[config.mk]
export PLATFORM = sky130hd
export DESIGN_NAME = audio_onset_trigger_peak_hold_top
export DESIGN_NICKNAME = d
export VERILOG_FILES = /design/src/rtl/aot_pkg.sv /design/src/rtl/aot_core.sv /design/src/rtl/audio_onset_trigger_peak_hold_top.sv
export VERILOG_INCLUDE_DIRS = /design/src /design/src/rtl
export SDC_FILE = /design/constraint.sdc
export NUM_CORES = 1
export LEC_CHECK = 0
export BUFFER_PORTS_ARGS = -buffer_cell sky130_fd_sc_hd__buf_2
export CAP_MARGIN = 25
export CORE_UTILIZATION = 62
export DETAILED_ROUTE_END_ITERATION = 8
export PLACE_DENSITY = 0.81
export SKIP_LAST_GASP = 1
export SYNTH_ARGS = -nofsm -noshare
export SYNTH_HDL_FRONTEND = slang
export SYNTH_SLANG_ARGS = --single-unit
export TNS_END_PERCENT = 1
[constraint.sdc]
create_clock -name clk -period 7.7 [get_ports clk]
set_input_delay 1.155 -clock clk [delete_from_list [all_inputs] [get_ports clk]]
set_output_delay 1.155 -clock clk [all_outputs]
set_load 0.01 [all_outputs]
[src/rtl/assert_macros.svh]
// assertion macros shared by the rtl files
`ifndef ASSERT_MACROS_SVH
`define ASSERT_MACROS_SVH
`ifndef SYNTH
// clocked property, disabled while reset is high
`define ASSERT_CLK(lbl, clk, rst, prop) \
  lbl: assert property (@(posedge clk) disable iff (rst) prop) \
    else $error("assertion failed");
// clocked property, checked during reset too
`define ASSERT_ALWAYS(lbl, clk, prop) \
  lbl: assert property (@(posedge clk) prop) \
    else $error("assertion failed");
`else
`define ASSERT_CLK(lbl, clk, rst, prop)
`define ASSERT_ALWAYS(lbl, clk, prop)
`endif
`endif

[src/rtl/aot_pkg.sv]
`timescale 1ns / 1ps
package aot_pkg;

  // register field widths
  localparam int TRIG_W    = 15;
  localparam int HOLD_W    = 16;
  localparam int CFG_W     = 16;
  localparam int CFG_IDX_W = 1;
  localparam int OUT_POS_W = 32;

  // register indexes
  localparam logic [CFG_IDX_W-1:0] REG_TRIGGER_LEVEL   = 1'd0;
  localparam logic [CFG_IDX_W-1:0] REG_HOLDOFF_SAMPLES = 1'd1;

  // reset values
  localparam logic [TRIG_W-1:0] TRIG_RESET = 15'd16384;
  localparam logic [HOLD_W-1:0] HOLD_RESET = 16'd4800;

endpackage

[src/rtl/aot_core.sv]
`timescale 1ns / 1ps
`include "assert_macros.svh"
module aot_core #(
  parameter int SAMPLE_BITS   = 16,
  parameter int POSITION_BITS = 32
) (
  input  logic                           clk,
  input  logic                           rst,
  input  logic                           accept,
  input  logic signed [SAMPLE_BITS-1:0]  sample,
  input  logic                           stream_end,
  input  logic [aot_pkg::TRIG_W-1:0]     trigger_level,
  input  logic [aot_pkg::HOLD_W-1:0]     holdoff_samples,
  output logic                           emit,
  output logic [aot_pkg::OUT_POS_W-1:0]  res_position,
  output logic signed [SAMPLE_BITS-1:0]  res_sample
);

  localparam int MAG_W = SAMPLE_BITS + 1;

  logic [POSITION_BITS-1:0]   position_count, position_count_next;
  logic [aot_pkg::HOLD_W-1:0] holdoff_left, holdoff_left_next;
  logic [aot_pkg::HOLD_W-1:0] window_left, window_left_next;
  logic [MAG_W-1:0]           best_magnitude, best_magnitude_next;
  logic [POSITION_BITS-1:0]   best_position, best_position_next;
  logic [SAMPLE_BITS-1:0]     best_value, best_value_next;

  logic                       neg;
  logic [MAG_W-1:0]           mag;
  logic                       trig;
  logic [aot_pkg::HOLD_W-1:0] len;
  logic                       emit_c;

  // magnitude and trigger decision
  assign neg = sample[SAMPLE_BITS-1];
  assign mag = neg ? ({1'b0, ~sample} + 1'b1) : {1'b0, sample};
  assign trig = !neg && (holdoff_left == '0) &&
                ({{aot_pkg::TRIG_W{1'b0}}, sample} >=
                 {{SAMPLE_BITS{1'b0}}, trigger_level});
  assign len = (holdoff_samples == '0) ? aot_pkg::HOLD_W'(1) : holdoff_samples;

  // next state for one word
  always_comb begin
    holdoff_left_next   = holdoff_left;
    window_left_next    = window_left;
    best_magnitude_next = best_magnitude;
    best_position_next  = best_position;
    best_value_next     = best_value;
    position_count_next = position_count + 1'b1;
    emit_c              = 1'b0;

    if (trig) begin
      best_magnitude_next = mag;
      best_position_next  = position_count;
      best_value_next     = sample;
      holdoff_left_next   = len;
      window_left_next    = len - 1'b1;
      if (window_left_next == '0) emit_c = 1'b1;
    end else begin
      if (holdoff_left != '0) holdoff_left_next = holdoff_left - 1'b1;
      if (window_left != '0) begin
        // strict compare keeps the first index on ties
        if (mag > best_magnitude) begin
          best_magnitude_next = mag;
          best_position_next  = position_count;
          best_value_next     = sample;
        end
        window_left_next = window_left - 1'b1;
        if (window_left_next == '0) emit_c = 1'b1;
      end
    end

    // stream end flushes an open window
    if (stream_end && window_left_next != '0) emit_c = 1'b1;
    if (emit_c) window_left_next = '0;

    res_position = aot_pkg::OUT_POS_W'(best_position_next);
    res_sample   = best_value_next;

    // stream end clears position, counters and peak
    if (stream_end) begin
      position_count_next = '0;
      holdoff_left_next   = '0;
      window_left_next    = '0;
      best_magnitude_next = '0;
      best_position_next  = '0;
      best_value_next     = '0;
    end
  end

  assign emit = accept && emit_c;

  // state registers
  always_ff @(posedge clk) begin
    if (rst) begin
      position_count <= '0;
      holdoff_left   <= '0;
      window_left    <= '0;
      best_magnitude <= '0;
      best_position  <= '0;
      best_value     <= '0;
    end else if (accept) begin
      position_count <= position_count_next;
      holdoff_left   <= holdoff_left_next;
      window_left    <= window_left_next;
      best_magnitude <= best_magnitude_next;
      best_position  <= best_position_next;
      best_value     <= best_value_next;
    end
  end

  // window never outlives its hold-off
  `ASSERT_CLK(a_window_in_holdoff, clk, rst, (window_left == '0) || (window_left < holdoff_left))
  // a result always closes the window
  `ASSERT_CLK(a_emit_closes, clk, rst, emit |=> (window_left == '0))
  // stream end restarts the position count
  `ASSERT_CLK(a_end_restarts, clk, rst, (accept && stream_end) |=> (position_count == '0))

endmodule

[src/rtl/audio_onset_trigger_peak_hold_top.sv]
`timescale 1ns / 1ps
`include "assert_macros.svh"
// Onset trigger with retrigger hold-off and peak hold.
// Input stream: one signed sample per word on s_tdata, s_tlast marks the
// final sample of a stream. A sample at or above trigger_level with no
// hold-off running opens a window of holdoff_samples samples starting with
// that sample and loads an equal dead time. Output stream: one word per
// closed window (or per stream end with a window open) carrying the
// absolute position and signed value of the first largest magnitude.
// Configuration: cfg_wen writes cfg_data into register cfg_index
// (0 trigger_level, 1 holdoff_samples); write only while idle.
// Throughput: one sample per cycle while s_tready is high, set by the
// combinational compare and count path between the input handshake and the
// output register. The result of the window-closing sample is registered
// into the output register (via the skid word when stalled) for m_tvalid.
// Stall: an output register plus one skid word; s_tready drops only while
// the skid word is occupied, and rises once the receiver takes a word.
// Reset: position and counters go to zero, trigger_level to 16384 and
// holdoff_samples to 4800; no result is pending.
module audio_onset_trigger_peak_hold_top #(
  parameter int SAMPLE_BITS   = 16,
  parameter int POSITION_BITS = 32
) (
  input  logic                              clk,
  input  logic                              rst,
  // input words
  input  logic                              s_tvalid,
  output logic                              s_tready,
  input  logic [((SAMPLE_BITS+7)/8)*8-1:0]  s_tdata,  // sample
  input  logic                              s_tlast,  // stream_end
  // result words
  output logic                              m_tvalid,
  input  logic                              m_tready,
  output logic [((aot_pkg::OUT_POS_W+SAMPLE_BITS+7)/8)*8-1:0] m_tdata, // peak_position, peak_sample
  // configuration
  input  logic                              cfg_wen,
  input  logic [aot_pkg::CFG_IDX_W-1:0]     cfg_index,
  input  logic [aot_pkg::CFG_W-1:0]         cfg_data
);

  localparam int RES_W = aot_pkg::OUT_POS_W + SAMPLE_BITS;
  localparam int OUT_W = ((RES_W + 7) / 8) * 8;

  logic [aot_pkg::TRIG_W-1:0] trigger_level;
  logic [aot_pkg::HOLD_W-1:0] holdoff_samples;

  logic                             accept;
  logic                             emit;
  logic [aot_pkg::OUT_POS_W-1:0]    res_position;
  logic signed [SAMPLE_BITS-1:0]    res_sample;
  logic [RES_W-1:0]                 res_word;

  logic                             out_valid;
  logic [RES_W-1:0]                 out_word;
  logic                             skid_valid;
  logic [RES_W-1:0]                 skid_word;

  // configuration registers
  always_ff @(posedge clk) begin
    if (rst) begin
      trigger_level   <= aot_pkg::TRIG_RESET;
      holdoff_samples <= aot_pkg::HOLD_RESET;
    end else if (cfg_wen) begin
      unique case (cfg_index)
        aot_pkg::REG_TRIGGER_LEVEL:   trigger_level   <= cfg_data[aot_pkg::TRIG_W-1:0];
        aot_pkg::REG_HOLDOFF_SAMPLES: holdoff_samples <= cfg_data[aot_pkg::HOLD_W-1:0];
        default: ;
      endcase
    end
  end

  assign s_tready = !skid_valid;
  assign accept   = s_tvalid && s_tready;

  aot_core #(
    .SAMPLE_BITS   (SAMPLE_BITS),
    .POSITION_BITS (POSITION_BITS)
  ) u_core (
    .clk             (clk),
    .rst             (rst),
    .accept          (accept),
    .sample          (s_tdata[SAMPLE_BITS-1:0]),
    .stream_end      (s_tlast),
    .trigger_level   (trigger_level),
    .holdoff_samples (holdoff_samples),
    .emit            (emit),
    .res_position    (res_position),
    .res_sample      (res_sample)
  );

  assign res_word = {res_sample, res_position};

  // output register with one skid word
  always_ff @(posedge clk) begin
    if (rst) begin
      out_valid  <= 1'b0;
      skid_valid <= 1'b0;
    end else if (skid_valid) begin
      if (m_tready) begin
        out_valid  <= 1'b1;
        skid_valid <= 1'b0;
      end
    end else if (!out_valid || m_tready) begin
      out_valid <= emit;
    end else if (emit) begin
      skid_valid <= 1'b1;
    end
  end

  always_ff @(posedge clk) begin
    if (skid_valid) begin
      if (m_tready) out_word <= skid_word;
    end else if (!out_valid || m_tready) begin
      out_word <= res_word;
    end else if (emit) begin
      skid_word <= res_word;
    end
  end

  assign m_tvalid = out_valid;
  assign m_tdata  = OUT_W'(out_word);

  // skid word only fills behind a held output word
  `ASSERT_CLK(a_skid_behind_out, clk, rst, !skid_valid || out_valid)
  // skid fills only when the receiver stalled a full output register
  `ASSERT_CLK(a_skid_on_stall, clk, rst, $rose(skid_valid) |-> $past(out_valid && !m_tready))

endmodule

==> summary.txt <==
HPWL after DPL -> 22400 um
Hold Vio Cnt, Final -> 0
Worst Max-Slew Pin Slew -> 1020 ps
CP cell instances -> buf_2 > nor4_1 > inv_1 > nor3_1 > nand3_1 > o41ai_1 > xnor2_1 > ha_1 > nand4_1 > or2_2 > nor3_1 > nor2_4 > nand2_1 > buf_4 > nor2_1 > mux2_2 > a2111oi_0
CP Data Required Time -> 7970 ps
Cells after Synth -> 1559
sequential-to-total area share from yosys stat -> 0.430
reg2reg setup slack -> 3080 ps
RSZ-0062 raised after global routing -> no
DR vias/cell -> 6.48
I/O Buffers -> 88
largest family of logic cells by synthesized area -> simple AND/OR/NAND/NOR gates
CTS resizes -> 0
clock skew -> 9.37 ps
slowest CP cell -> nand2_1
Post-Route WL -> 35600 um
number of cell rows -> 55
Vias -> 12100
cts hold-fix bufs -> 0
clock network latency to the later pin of the worst-skew pair -> 550 ps
initial antenna violation count -> 1
CTS tree -> done
Worst slew margin -> 0.323
met3 Usage GRT -> 0.0448
Synth Flop Type -> dfxtp_1
Final Net Count -> 1634
Reg-to-Reg End -> skid_word[32]
Setup crit start -> s_tdata[3]
Syn Std Cell Area -> 14200 sq um
Crit Path Class -> in -> reg
Yosys reg bits -> 258
H-tree depth -> 1
mux cell area share after synthesis -> 0.0786
die area -> 23600 sq um
Post-CTS Setup Inserts -> 0
Initial Util -> 0.631
Fmax -> 180 MHz
post-synthesis async set-or-reset flop share -> 0
Crit Path Max Fanout -> 30
CP Launch Type -> input port
CP Data Arrival Time -> 5820 ps
final setup fails -> 0
Setup TNS -> 0 ps
Total GRT Usage -> 0.301
first drt pass iteration count -> 7
RePlAce Congestion -> 0.900
Synth Area in Simple Gates -> 0.196
Clock Pin Slew Worst Setup and Hold Paths -> 60 ps
DRC Markers -> 0
Worst Setup EP -> m_tdata[9]
met1 Resource Use GR -> 0.395
Most Frequent Cell on Critical Path -> nor3_1
DRT iter0 DRCs -> 1120
post-synthesis compound-gate area fraction -> 0.151
Max-Cap Viols -> 0
first-pass GRT wire length -> 58300 um
Fillers -> 1751
crit path capture type -> register
clk sinks -> 258
most frequent cells in the layout -> dfxtp_1, nand2_1, nor2_1
drt wl/cell -> 19.1 um
largest net degree at the start of global routing -> 100
most used routing layer -> met2
FF-to-FF path depth -> 13
M2 GR Usage -> 0.511
worst setup margin -> 2150 ps
Netlist cell types -> 70
EDFF count, synth -> 96
Synth Area in Adders -> 0.0351
layout cell share with drive strength beyond 1 -> 0.172
total CTS buffers -> 28
Period minus WS final -> 5550 ps
Die Y -> 154 um
Place WS -> 1610 ps
syn nets -> 1638
worst hold-check path type -> reg -> reg
yosys warns -> 0
Tcrit/Tclk final -> 0.720
status -> finished clean
Post-Synth XOR/XNOR Area -> 0.0418
commonest non-fill, non-tap cell in the layout -> dfxtp_1
Remaining Overflow, GRT -> 0
DIE WIDTH -> 154 um
final-report max-slew violation count -> 0
vias in the first global route -> 11600
area of the core -> 22600 sq um
clock buffer depth -> 3
crit-path max cell delay -> 560 ps
reg2reg start -> holdoff_samples[5]
area delta synth->final -> 9.72%
Root Driver -> clkbuf_16
DRT antenna net count -> 0
synthesized area per cell -> 9.13 sq um
IO Pins -> 89
[layer usage]
metal  wire (um)  share of wire
met4         849          0.024
met2       17200           0.48
met5           0              0
met3        2400          0.067
met1       15200           0.43
[cell type report]
type                       instances  area, sq um  share of cell area
sequential                       258         6130               0.392
clock buffer                      41          801              0.0513
timing repair buffer             106          608              0.0389
antenna                            1         2.50            0.000160
multi-input combinational       1064         7220               0.462
inverter                          97          364              0.0233
tap                              285          357              0.0228
clock inverter                    11          145             0.00929
[synthesized netlist by cell type, types with 3 or more instances]
cell type,number,area [sq um]
a21o_1,7,52.6
or4_4,3,33.8
buf_1,9,33.8
a32o_1,3,30.0
o31ai_1,10,75.1
and4_1,4,35.0
edfxtp_1,96,2880
and3_1,11,68.8
xor2_1,33,289
o32ai_1,6,52.6
nor2b_1,10,62.6
inv_1,96,360
or4_1,7,52.6
a31oi_1,3,18.8
nand2b_1,5,31.3
o41ai_1,4,35.0
nor4_1,57,357
a21oi_1,63,315
clkbuf_1,105,394
a2111oi_0,49,429
buf_2,15,75.1
and2_1,3,18.8
ha_1,40,500
mux2i_1,5,50.1
a22o_1,73,639
nand2_1,143,537
o21ai_0,26,130
nand3b_1,5,37.5
nand3_1,33,165
nor2_1,124,465
nand4_1,20,125
or2_2,4,25.0
dfxtp_1,162,3240
mux2_2,95,1070
o211ai_1,13,97.6
or3_1,10,62.6
nor3_1,118,591
xnor2_1,35,307
a211oi_1,7,52.6
buf_4,9,67.6
[metrics by stage]
step / cells / hold slack, ps / instance area (sq um) / util
final: 1863 / 458 / 15600 / 0.692
after global routing: 1863 / 478 / 15600 / 0.692
after CTS: 1862 / 459 / 15600 / 0.692
after detailed placement: 1810 / 449 / 14700 / 0.650
after global placement: 1808 / 444 / 14600 / 0.649
after floorplan: 1559 / 423 / 14200 / -
[worst min path at each step]
stage / start / cells after the start / slack (ps) / end
floorplan: u_core.best_magnitude[16] / 2 / 420 / u_core.best_magnitude[16]
global placement: u_core.best_magnitude[16] / 2 / 440 / u_core.best_magnitude[16]
detailed placement: u_core.best_magnitude[16] / 2 / 450 / u_core.best_magnitude[16]
CTS: trigger_level[3] / 2 / 460 / trigger_level[3]
global route: trigger_level[3] / 2 / 480 / trigger_level[3]
finish: trigger_level[9] / 2 / 460 / trigger_level[9]
[cells by family after synthesis]
logic type,Yosys count
AO/OA/AOI/OAI,286
XOR/XNOR,68
adder cells (fa/ha/maj),40
buffers and inverters,237
flip-flops,258
multiplexers,100
other,1
AND/OR/NAND/NOR,569
[flip-flops by register name, indices dropped and copies added (netlist names)]
register               cells
m_tdata                   48
skid_word                 48
u_core.best_position      32
u_core.position_count     32
u_core.best_magnitude     17
holdoff_samples           16
u_core.best_value         16
u_core.holdoff_left       16
u_core.window_left        16
trigger_level             15
m_tvalid                   1
skid_valid                 1
[critical path: cells and delay by family]
family                   cells  cell delay, ps
adder cells (fa/ha/maj)      1             310
AND/OR/NAND/NOR              9            2300
AO/OA/AOI/OAI                2             880
XOR/XNOR                     1             140
multiplexers                 1             260
buffers and inverters        3             730
Power is left out: the tool's default activity adds up to more than one toggle a clock period on the data nets, which glitch-free logic cannot reach.
